$ cat src/length_prefixed_deframer_core_assert.svh
// Assertion macros for the length-prefixed deframer.
// Included by the RTL files that check their own logic; no other dependencies.
`ifndef LENGTH_PREFIXED_DEFRAMER_CORE_ASSERT_SVH
`define LENGTH_PREFIXED_DEFRAMER_CORE_ASSERT_SVH

// Same-cycle implication, checked outside reset.
`define LPD_ASSERT_NOW(label, clk, rst, ante, cons) \
   label: assert property (@(posedge clk) disable iff (rst) (ante) |-> (cons)) \
      else $error("lpd assertion failed");

// Next-cycle implication, checked outside reset.
`define LPD_ASSERT_NEXT(label, clk, rst, ante, cons) \
   label: assert property (@(posedge clk) disable iff (rst) (ante) |=> (cons)) \
      else $error("lpd assertion failed");

`endif

$ cat src/lpd_pkg.sv
// Shared types and constants for the length-prefixed deframer.
// No dependencies; all files but the macro header import it.
package lpd_pkg;

   localparam int DATA_W            = 8;
   localparam int LEN_W             = 32;
   localparam int LPD_LENGTH_BYTES  = 4;
   localparam logic [LEN_W-1:0] MAX_FRAME_RESET = 32'd1048576;

   // Parser phases.
   typedef enum logic [1:0] {
      PH_HEADER,
      PH_TYPE,
      PH_PAYLOAD,
      PH_DROP
   } phase_type;

   // One result beat.
   typedef struct packed {
      logic [DATA_W-1:0] message_type;
      logic [DATA_W-1:0] payload_byte;
      logic              has_payload;
      logic              frame_last;
      logic              length_error;
   } rsp_item_type;

   // Result handed from the parser to the output buffer.
   typedef struct packed {
      logic         valid;
      rsp_item_type item;
   } parse_result_type;

endpackage

$ cat src/lpd_req_if.sv
// Input byte channel of the deframer: valid/ready handshake with one data byte.
// Depends on lpd_pkg for the byte width.
interface lpd_req_if;
   import lpd_pkg::*;

   logic              valid;
   logic              ready;
   logic [DATA_W-1:0] data_byte;

   modport source (output valid, output data_byte, input ready);
   modport sink   (input valid, input data_byte, output ready);
endinterface

$ cat src/lpd_rsp_if.sv
// Result channel of the deframer: valid/ready handshake with the result fields.
// Depends on lpd_pkg for the byte width.
interface lpd_rsp_if;
   import lpd_pkg::*;

   logic              valid;
   logic              ready;
   logic [DATA_W-1:0] message_type;
   logic [DATA_W-1:0] payload_byte;
   logic              has_payload;
   logic              frame_last;
   logic              length_error;

   modport source (output valid, output message_type, output payload_byte,
                   output has_payload, output frame_last, output length_error,
                   input ready);
   modport sink   (input valid, input message_type, input payload_byte,
                   input has_payload, input frame_last, input length_error,
                   output ready);
endinterface

$ cat src/lpd_parser.sv
// Frame parser: header gathering, type capture, payload countdown, error drop.
// Depends on lpd_pkg for the phase enum and the result struct.
module lpd_parser #(
   parameter int LENGTH_BYTES = lpd_pkg::LPD_LENGTH_BYTES
) (
   input  logic                        clock,
   input  logic                        reset,
   input  logic                        in_fire,
   input  logic [lpd_pkg::DATA_W-1:0]  data_byte,
   input  logic                        csr_wr_en,
   input  logic [lpd_pkg::LEN_W-1:0]   csr_wr_data,
   output lpd_pkg::parse_result_type   result
);
   import lpd_pkg::*;

   localparam int CNT_W = $clog2(LENGTH_BYTES + 1);

   phase_type          phase_ff, phase_in;
   logic [CNT_W-1:0]   header_count_ff, header_count_in;
   logic [LEN_W-1:0]   header_acc_ff, header_acc_in;
   logic               header_over_ff, header_over_in;
   logic [LEN_W-1:0]   remaining_ff, remaining_in;
   logic [DATA_W-1:0]  held_type_ff, held_type_in;
   logic [LEN_W-1:0]   max_len_ff;

   logic               last_header_byte;
   logic [LEN_W-1:0]   acc_shift;
   logic               over_next;
   logic               bad_length;
   logic               remaining_le1;

   // Header arithmetic: shift in the new byte and flag lengths beyond 32 bits.
   assign last_header_byte = (header_count_ff == CNT_W'(LENGTH_BYTES - 1));
   assign acc_shift        = {header_acc_ff[LEN_W-DATA_W-1:0], data_byte};
   assign over_next        = header_over_ff | (header_acc_ff[LEN_W-1:LEN_W-DATA_W] != '0);
   assign bad_length       = over_next | (acc_shift == '0) | (acc_shift > max_len_ff);
   assign remaining_le1    = (remaining_ff[LEN_W-1:1] == '0);

   // Next phase.
   always_comb begin
      phase_in = phase_ff;
      if (in_fire) begin
         case (phase_ff)
            PH_HEADER: begin
               if (last_header_byte) begin
                  phase_in = bad_length ? PH_DROP : PH_TYPE;
               end
            end
            PH_TYPE: begin
               phase_in = remaining_le1 ? PH_HEADER : PH_PAYLOAD;
            end
            PH_PAYLOAD: begin
               if (remaining_le1) begin
                  phase_in = PH_HEADER;
               end
            end
            default: phase_in = phase_ff;
         endcase
      end
   end

   // Datapath updates and the result of the accepted beat.
   always_comb begin
      header_count_in = header_count_ff;
      header_acc_in   = header_acc_ff;
      header_over_in  = header_over_ff;
      remaining_in    = remaining_ff;
      held_type_in    = held_type_ff;
      result          = '0;
      if (in_fire) begin
         case (phase_ff)
            PH_HEADER: begin
               if (last_header_byte) begin
                  // Header complete: clear the gatherer for the next frame.
                  header_count_in = '0;
                  header_acc_in   = '0;
                  header_over_in  = 1'b0;
                  if (bad_length) begin
                     result.valid             = 1'b1;
                     result.item.frame_last   = 1'b1;
                     result.item.length_error = 1'b1;
                  end else begin
                     remaining_in = acc_shift;
                  end
               end else begin
                  header_count_in = header_count_ff + CNT_W'(1);
                  header_acc_in   = acc_shift;
                  header_over_in  = over_next;
               end
            end
            PH_TYPE: begin
               held_type_in = data_byte;
               if (remaining_le1) begin
                  // Frame with no payload gives one empty result.
                  remaining_in             = '0;
                  result.valid             = 1'b1;
                  result.item.message_type = data_byte;
                  result.item.frame_last   = 1'b1;
               end else begin
                  remaining_in = remaining_ff - LEN_W'(1);
               end
            end
            PH_PAYLOAD: begin
               result.valid             = 1'b1;
               result.item.message_type = held_type_ff;
               result.item.payload_byte = data_byte;
               result.item.has_payload  = 1'b1;
               result.item.frame_last   = remaining_le1;
               remaining_in = remaining_le1 ? '0 : remaining_ff - LEN_W'(1);
            end
            default: result = '0;
         endcase
      end
   end

   // State registers.
   always_ff @(posedge clock) begin
      if (reset) begin
         phase_ff        <= PH_HEADER;
         header_count_ff <= '0;
         header_acc_ff   <= '0;
         header_over_ff  <= 1'b0;
         remaining_ff    <= '0;
         held_type_ff    <= '0;
      end else begin
         phase_ff        <= phase_in;
         header_count_ff <= header_count_in;
         header_acc_ff   <= header_acc_in;
         header_over_ff  <= header_over_in;
         remaining_ff    <= remaining_in;
         held_type_ff    <= held_type_in;
      end
   end

   // Maximum frame length register.
   always_ff @(posedge clock) begin
      if (reset) begin
         max_len_ff <= MAX_FRAME_RESET;
      end else if (csr_wr_en) begin
         max_len_ff <= csr_wr_data;
      end
   end

endmodule

$ cat src/lpd_out_buf.sv
// Two-entry output buffer (result register plus skid register) for result beats.
// Depends on lpd_pkg and the assertion macro header.
`include "length_prefixed_deframer_core_assert.svh"

module lpd_out_buf (
   input  logic                       clock,
   input  logic                       reset,
   input  lpd_pkg::parse_result_type  push,
   output logic                       in_ready,
   output logic                       rsp_valid,
   input  logic                       rsp_ready,
   output lpd_pkg::rsp_item_type      rsp_item
);
   import lpd_pkg::*;

   logic         main_valid_ff, main_valid_in;
   logic         skid_valid_ff, skid_valid_in;
   rsp_item_type main_item_ff, main_item_in;
   rsp_item_type skid_item_ff, skid_item_in;
   logic         pop;

   assign pop       = main_valid_ff & rsp_ready;
   assign in_ready  = ~skid_valid_ff;
   assign rsp_valid = main_valid_ff;
   assign rsp_item  = main_item_ff;

   // Fill and drain: the skid entry moves up first; new beats go to the
   // result register when it frees up, otherwise into the skid entry.
   always_comb begin
      main_valid_in = main_valid_ff;
      skid_valid_in = skid_valid_ff;
      main_item_in  = main_item_ff;
      skid_item_in  = skid_item_ff;
      if (skid_valid_ff) begin
         if (pop) begin
            main_item_in  = skid_item_ff;
            skid_valid_in = 1'b0;
         end
      end else if (push.valid) begin
         if (!main_valid_ff || pop) begin
            main_valid_in = 1'b1;
            main_item_in  = push.item;
         end else begin
            skid_valid_in = 1'b1;
            skid_item_in  = push.item;
         end
      end else if (pop) begin
         main_valid_in = 1'b0;
      end
   end

   // Control bits are reset; payload registers are not.
   always_ff @(posedge clock) begin
      if (reset) begin
         main_valid_ff <= 1'b0;
         skid_valid_ff <= 1'b0;
      end else begin
         main_valid_ff <= main_valid_in;
         skid_valid_ff <= skid_valid_in;
      end
   end

   always_ff @(posedge clock) begin
      main_item_ff <= main_item_in;
      skid_item_ff <= skid_item_in;
   end

   // The skid entry is only ever occupied behind a waiting result.
   `LPD_ASSERT_NOW(a_skid_behind_main, clock, reset, skid_valid_ff, main_valid_ff)
   // A parked beat stays parked until the consumer takes the result.
   `LPD_ASSERT_NEXT(a_skid_holds, clock, reset, skid_valid_ff && !rsp_ready, skid_valid_ff)
   // No new result arrives while both entries are full.
   `LPD_ASSERT_NOW(a_no_push_when_full, clock, reset, push.valid, !skid_valid_ff)

endmodule

$ cat src/length_prefixed_deframer_core.sv
// Top level of the length-prefixed deframer: parser plus output buffer.
// Depends on lpd_pkg, lpd_req_if, lpd_rsp_if, lpd_parser and lpd_out_buf.
//
//   channel   direction  handshake        contents
//   req_if    in         valid / ready    data_byte, one stream byte per beat
//   rsp_if    out        valid / ready    message_type, payload_byte, has_payload,
//                                         frame_last, length_error
//   csr_*     in         write enable     max_frame_length, 32 bits
//
// One byte is accepted per cycle while input is ready; each beat is parsed in the
// cycle it is taken, and any result is registered in the result or skid register.
// The two-entry output buffer keeps input ready while one result waits; input
// ready drops only when both entries hold results.
// Reset is synchronous; it returns the parser to the header phase, restores
// max_frame_length to 1048576 and empties the output buffer.
// After a bad length the block drops every input byte until reset.
module length_prefixed_deframer_core #(
   parameter int LENGTH_BYTES = lpd_pkg::LPD_LENGTH_BYTES
) (
   input  logic                      clock,
   input  logic                      reset,
   lpd_req_if.sink                   req_if,
   lpd_rsp_if.source                 rsp_if,
   input  logic                      csr_wr_en,
   input  logic [lpd_pkg::LEN_W-1:0] csr_wr_data
);
   import lpd_pkg::*;

   logic             in_ready;
   logic             in_fire;
   parse_result_type parse_result;
   rsp_item_type     rsp_item;

   assign req_if.ready = in_ready;
   assign in_fire      = req_if.valid & in_ready;

   lpd_parser #(
      .LENGTH_BYTES (LENGTH_BYTES)
   ) u_parser (
      .clock       (clock),
      .reset       (reset),
      .in_fire     (in_fire),
      .data_byte   (req_if.data_byte),
      .csr_wr_en   (csr_wr_en),
      .csr_wr_data (csr_wr_data),
      .result      (parse_result)
   );

   lpd_out_buf u_out_buf (
      .clock     (clock),
      .reset     (reset),
      .push      (parse_result),
      .in_ready  (in_ready),
      .rsp_valid (rsp_if.valid),
      .rsp_ready (rsp_if.ready),
      .rsp_item  (rsp_item)
   );

   // Unpack the result beat onto the channel.
   assign rsp_if.message_type = rsp_item.message_type;
   assign rsp_if.payload_byte = rsp_item.payload_byte;
   assign rsp_if.has_payload  = rsp_item.has_payload;
   assign rsp_if.frame_last   = rsp_item.frame_last;
   assign rsp_if.length_error = rsp_item.length_error;

endmodule

$ cat src/flat_wrapper.sv
// flat-port wrapper written by rule: the top's interface ports become plain ports
module length_prefixed_deframer_core_flat import lpd_pkg::*;
#(
   parameter int LENGTH_BYTES = lpd_pkg::LPD_LENGTH_BYTES
)
  (clock, reset, csr_wr_en, csr_wr_data, req_if_valid, req_if_data_byte, req_if_ready, rsp_if_valid, rsp_if_message_type, rsp_if_payload_byte, rsp_if_has_payload, rsp_if_frame_last, rsp_if_length_error, rsp_if_ready);
  lpd_req_if req_if_i ();
  lpd_rsp_if rsp_if_i ();
  input  logic clock;
  input  logic reset;
  input  logic csr_wr_en;
  input  logic [lpd_pkg::LEN_W-1:0] csr_wr_data;
  input wire logic [$bits(req_if_i.valid)-1:0] req_if_valid;
  input wire logic [$bits(req_if_i.data_byte)-1:0] req_if_data_byte;
  output wire logic [$bits(req_if_i.ready)-1:0] req_if_ready;
  output wire logic [$bits(rsp_if_i.valid)-1:0] rsp_if_valid;
  output wire logic [$bits(rsp_if_i.message_type)-1:0] rsp_if_message_type;
  output wire logic [$bits(rsp_if_i.payload_byte)-1:0] rsp_if_payload_byte;
  output wire logic [$bits(rsp_if_i.has_payload)-1:0] rsp_if_has_payload;
  output wire logic [$bits(rsp_if_i.frame_last)-1:0] rsp_if_frame_last;
  output wire logic [$bits(rsp_if_i.length_error)-1:0] rsp_if_length_error;
  input wire logic [$bits(rsp_if_i.ready)-1:0] rsp_if_ready;
  assign req_if_i.valid = req_if_valid;
  assign req_if_i.data_byte = req_if_data_byte;
  assign req_if_ready = req_if_i.ready;
  assign rsp_if_valid = rsp_if_i.valid;
  assign rsp_if_message_type = rsp_if_i.message_type;
  assign rsp_if_payload_byte = rsp_if_i.payload_byte;
  assign rsp_if_has_payload = rsp_if_i.has_payload;
  assign rsp_if_frame_last = rsp_if_i.frame_last;
  assign rsp_if_length_error = rsp_if_i.length_error;
  assign rsp_if_i.ready = rsp_if_ready;
  length_prefixed_deframer_core #(.LENGTH_BYTES(LENGTH_BYTES)) u_core (.clock(clock), .reset(reset), .req_if(req_if_i), .rsp_if(rsp_if_i), .csr_wr_en(csr_wr_en), .csr_wr_data(csr_wr_data));
endmodule
$ cat config.mk
export PLATFORM = sky130hd
export DESIGN_NAME = length_prefixed_deframer_core_flat
export DESIGN_NICKNAME = d
export VERILOG_FILES = /design/src/lpd_pkg.sv /design/src/lpd_req_if.sv /design/src/lpd_rsp_if.sv /design/src/lpd_parser.sv /design/src/lpd_out_buf.sv /design/src/length_prefixed_deframer_core.sv /design/src/flat_wrapper.sv
export VERILOG_INCLUDE_DIRS = /design/src /design/src/src
export SDC_FILE = /design/constraint.sdc
export NUM_CORES = 1
export LEC_CHECK = 0
export BUFFER_PORTS_ARGS = -buffer_cell sky130_fd_sc_hd__buf_2
export CAP_MARGIN = 20
export CORE_ASPECT_RATIO = 1.5
export CORE_UTILIZATION = 65
export DETAILED_ROUTE_END_ITERATION = 16
export PLACE_DENSITY = 0.86
export SYNTH_ARGS = -nofsm -noshare
export SYNTH_HDL_FRONTEND = slang
export SYNTH_SLANG_ARGS = --single-unit
$ cat constraint.sdc
create_clock -name clock -period 5.8 [get_ports clock]
set_input_delay 0.58 -clock clock [delete_from_list [all_inputs] [get_ports clock]]
set_output_delay 0.58 -clock clock [all_outputs]
set_load 0.02 [all_outputs]
# After elaboration in Yosys (flattened, before gate mapping)
# Index checks and enable logic that the tools add are counted.
# classes
addsub	2
n_lt_le_gt_ge	1
eq_ne	8
mux	35
bitwise	7
reduce_logical	19
# ops
op	count
two-way mux 32 bit	4
two-way mux 19 bit	4
one-hot mux 32 bit (2 select lines)	1
greater-than comparator 32 bit	1
logical NOT 32 bit	1
subtractor 32 x 1 -> 32 bit (second input constant)	1
logical NOT 31 bit	1
two-way mux 20 bit	1
two-way mux 9 bit	2
one-hot mux 8 bit (2 select lines)	1
two-way mux 1 bit	12
two-way mux 2 bit	6
AND reduction 3 bit	3
!= test 2 bit (second input constant)	4
AND reduction 4 bit	2
nonzero test 2 bit	4
nonzero test 8 bit	1
one-hot mux 1 bit (3 select lines)	2
one-hot mux 2 bit (3 select lines)	1
AND reduction 2 bit	2
adder 3 x 1 -> 3 bit (second input constant)	1
equality test 3 x 2 -> 1 bit (second input constant)	1
two-way mux 3 bit	1
bitwise OR 1 bit	3
10 further kinds	12
# word_totals
register_bits	150
inputBits	45
elab_cells	91

# Longest topological paths before layout
# depth
depth_word	11
ltp_mapped	10
depth_no_buf	9

# By module
# Synthesis repeated with hierarchy kept, for this count alone.
# unflattened
cells_unflattened	826
area_unflattened_um2	7679.9
# by_module_without_submodules
mod	instances	cells_per_inst	area_per_inst_um2	seq_area_each_um2
lpd_parser	1	752	6084.6	2202.1
lpd_out_buf	1	73	1589.0	1181.1
length_prefixed_deframer_core	1	1	6.3	0.0

# Worst setup path before layout
# Ideal clock, no wire load.
# synth_timing
path_type	register to register
startpoint	register u_core.u_parser.remaining_ff[13]
endpoint	register u_core.u_out_buf.main_item_ff (netlist bit u_core.u_out_buf.rsp_item[0]) (enable)
setup_time_ps	425
t_arrival_ps	3241
path_slack_ps	2134
stages_incl_launch_ff	8
path_buffers	2
period_less_slack_ps	3666
path_cell_list	dfxtp_1 -> or4_1 -> clkbuf_1 -> nor4_2 -> and2_1 -> buf_4 -> a221oi_1 -> o31ai_1
# synth_between
elab_chain_len	6
# synth_lines
element	line	source
start, declared	lpd_parser.sv:22	logic [LEN_W-1:0] remaining_ff, remaining_in;
start signal, assigned	lpd_parser.sv:130	remaining_ff <= remaining_in;
logical NOT 31 bit	lpd_parser.sv:37	assign remaining_le1 = (remaining_ff[LEN_W-1:1] == '0);
two-way mux 9 bit	lpd_parser.sv:93	if (remaining_le1) begin
one-hot mux 1 bit (3 select lines)	lpd_parser.sv:71	case (phase_ff)
two-way mux 20 bit	lpd_parser.sv:70	if (in_fire) begin
nonzero test 2 bit (no source line)	--	
AND reduction 3 bit (no source line)	--	
end signal, assigned	lpd_out_buf.sv:64	main_item_ff <= main_item_in;
end, declared	lpd_out_buf.sv:18	rsp_item_type main_item_ff, main_item_in;
# Every way passes these cells.
# A chain may end at the register's enable or synchronous reset.

# Final worst setup path
# layout_timing
startpoint	register u_core.u_parser.phase_ff[0]
endpoint	register u_core.u_parser.remaining_ff[24]
# layout_between
elab_chain_len	4
# layout_lines
element	line	source
start, declared	lpd_parser.sv:18	phase_type phase_ff, phase_in;
start signal, assigned	lpd_parser.sv:126	phase_ff <= phase_in;
equality test 2 bit or equality test 2 x 1 -> 1 bit (tied branches)	lpd_parser.sv:71	
OR reduction 2 bit (no source line)	--	
nonzero test 2 bit (no source line)	--	
AND reduction 4 bit (no source line)	--	
# Parallel ways exist; a longest one is shown, timed or not.

==> flow_summary_export.csv <==
group,metric,value,unit
power_and_ir_drop,ir_drop,0.333,mV
yosys,ys_ff_latch,150,
floorplan,core-area,11500,um^2
route,drt_wl_total,22000,um
clocking,cts_resized,0,
route,dr.pass1.iters,6,
timing,worst_pin_slew,1140,ps
worst_hold_path,hold_path_depth,3,
timing,final_max_slew_viol_count,0,
clocking,cts_setup_buffers,0,
placed_design,routabilityCongestion,0.912,
final_layout,fillCellCount,812,
run,drv_cap,0,
final_layout,layout.nets,967,
yosys,synth_top_area_frac,0.294,
global_route,overflow,0,
yosys,synth_largest_area_cell,"dfxtp_1",
power_and_ir_drop,p_leak,0.00358,uW
floorplan,die-area,12200,um^2
worst_setup_path,cp-start-kind,"flop",
yosys,async_flop_share,0,
floorplan,rows,48,
yosys,ys_seq_area_frac,0.443,
clocking,cts_buffers,17,
route,drt-initial-drc-count,911,
power_and_ir_drop,p_per_area,360,nW/um^2
timing,clock_skew,9.53,ps
route,drc,0,
timing,fin_crit_sh,0.628,
timing,fmax,275,MHz
placed_design,dp_hpwl,14300,um
clocking,cts_buffer_depth,2,
final_layout,area_growth,12.5,%
yosys,synth_area,7640,um^2
timing,rsz0062_at_grt,"false",
clocking,htree_levels,4,
final_layout,drive_above_1_share,0.135,
clocking,path_clk_slew,70,ps
floorplan,io_pins,66,
floorplan,die_x,90.5,um
yosys,syn_nets,929,
worst_setup_path,cp_cell_sequence,"inv_1 -> ha_1 -> inv_1 -> nor2_2 -> o21ai_0 -> o21ai_0 -> a32o_1",
final_layout,final_common_cell,"dfxtp_1",
route,wl_per_cell,21.0,um
worst_setup_path,crit_type,"reg2reg",
worst_setup_path,cp.arrival,4010,ps
route,viasPerCell,6.91,
clocking,clock_sinks,150,
yosys,synth_area_leaders,"dfxtp_1 29%, edfxtp_1 15%, ha_1 6.2%",
clocking,cts_tree,"done",
yosys,synth-main-ff-cell,"dfxtp_1",
power_and_ir_drop,report.power.total,3090,uW
global_route,grt_start_max_net_pins,93,
worst_setup_path,worstPathRequired,6160,ps
global_route,grt_antenna_before_repair,0,
timing,hold_slack,384,ps
timing,fin_setup_tns,0,ps
worst_setup_path,crit_fanout,31,
global_route,grt.total_usage,0.371,
timing,fin_crit,3640,ps
yosys,yosysWarnings,0,
yosys,synth_cell_type_count,64,
run_status,status,"finished, final reports clean",
yosys,synth-edff-count,38,
clocking,cts_root_buffer,"clkbuf_16",
timing,hold_violations,0,
timing,slew_headroom,0.238,
clocking,clk_latency,430,ps
final_layout,mostFrequentLayoutCells,"112 x dfxtp_1, 78 x nand2_1, 70 x nor2_1, 67 x a21oi_1, 65 x buf_2",
route,dr_total_vias,7232,
worst_setup_path,r2r.worst_path.cells,7,
placed_design,io_buffers,65,
worst_hold_path,min_path_type,"in2reg",
global_route,grt_pass1_wl,35100,um
worst_setup_path,cpMaxStageDelayCell,"nor2_2",
global_route,grt_pass1_vias,6942,
floorplan,start_util,0.666,
floorplan,die_h,135,um
yosys,avgSynthCellArea,9.03,um^2
yosys,synth_cells,846,
route,drtAntennaViolNets,0,
timing,finalSetupViolations,0,
worst_setup_path,cpPeakStageDelay,1040,ps
clocking,ctsHoldBuffers,0,
final_layout,n_antenna_cell,0,
worst_setup_path,cp-end-kind,"flop",
[where the power goes]
part           switching, uW  internal, uW
sequential              61.8          1140
combinational            509           238
clock                    489           652
total                   1060          2030
[kinds of logic after synthesis]
logic type               after synthesis  synth area share
AO/OA/AOI/OAI                        219             0.201
XOR/XNOR                               4           0.00459
buffers and inverters                102            0.0546
flip-flops                           150             0.443
multiplexers                          34            0.0449
AND/OR/NAND/NOR                      299             0.190
adder cells (fa/ha/maj)               38            0.0623
[cell type report]
type,instances,area (um^2),area share
Clock buffer,17,425,0.0495
Clock inverter,15,180,0.0210
Inverter,48,180,0.0210
Multi-Input combinational cell,594,3850,0.448
Sequential cell,150,3380,0.394
Tap cell,150,188,0.0218
Timing Repair Buffer,73,385,0.0449
[critical path: cells and delay by family (launching register included)]
family,cells,cell delay [ps]
AND/OR/NAND/NOR,1,1040
buffers and inverters,2,790
adder cells (fa/ha/maj),1,750
AO/OA/AOI/OAI,3,580
flip-flops,1,390
[registers in the layout, summed over array words and instances (netlist names), 2 cells and up]
signal and flops:
u_core.u_parser.max_len_ff 32, u_core.u_parser.remaining_ff 32, u_core.u_parser.header_acc_ff 32, u_core.u_parser.phase_ff 2
u_core.u_parser.header_count_ff 3, u_core.u_out_buf.skid_item_ff 19, u_core.u_out_buf.rsp_item 19, u_core.u_parser.held_type_ff 8
[metrics by stage]
stage	util	std cells	setup WS, ps	cell area, um^2
2_1_floorplan	-	846	2130	7640
3_3_place_gp	0.696	1015	2280	7980
3_5_place_dp	0.696	1015	2170	7980
4_1_cts	0.749	1047	2310	8590
5_1_grt	0.749	1047	1990	8590
6_report	0.749	1047	2160	8590
[synthesized netlist by cell type (5+ instances only)]
library cell,n
a21o_1,23
a21oi_1,67
a22o_1,6
a22oi_1,7
a32o_1,17
a32oi_1,10
and3_1,8
clkbuf_1,45
dfxtp_1,112
edfxtp_1,38
ha_1,38
inv_1,48
mux2i_1,32
nand2_1,78
nand3_1,49
nand4_1,13
nor2_1,70
nor2b_1,10
nor3_1,25
nor4_1,19
o21ai_0,33
o22ai_1,8
o2bb2ai_1,9
o31ai_1,5
o32ai_1,5
[final timing paths]
path,startpoint,end,slack (ps)
setup / recovery,u_core.u_parser.phase_ff[0],u_core.u_parser.remaining_ff[24],2160
hold / removal,csr_wr_data[17],u_core.u_parser.max_len_ff[17],380
setup reg to reg,u_core.u_parser.phase_ff[0],u_core.u_parser.remaining_ff[24],2160
hold reg to reg,u_core.u_parser.header_count_ff[2],u_core.u_parser.header_count_ff[2],450
[layer usage]
metal / global-route usage / vias to the layer above / part of all wire
met5: 0 / - / 0
met3: 0.0777 / 151 / 0.094
li1: - / 3202 / -
met4: 0.277 / 0 / 0.076
met2: 0.619 / 526 / 0.48
met1: 0.416 / 3353 / 0.35
Power figures use the tool's default switching activity.
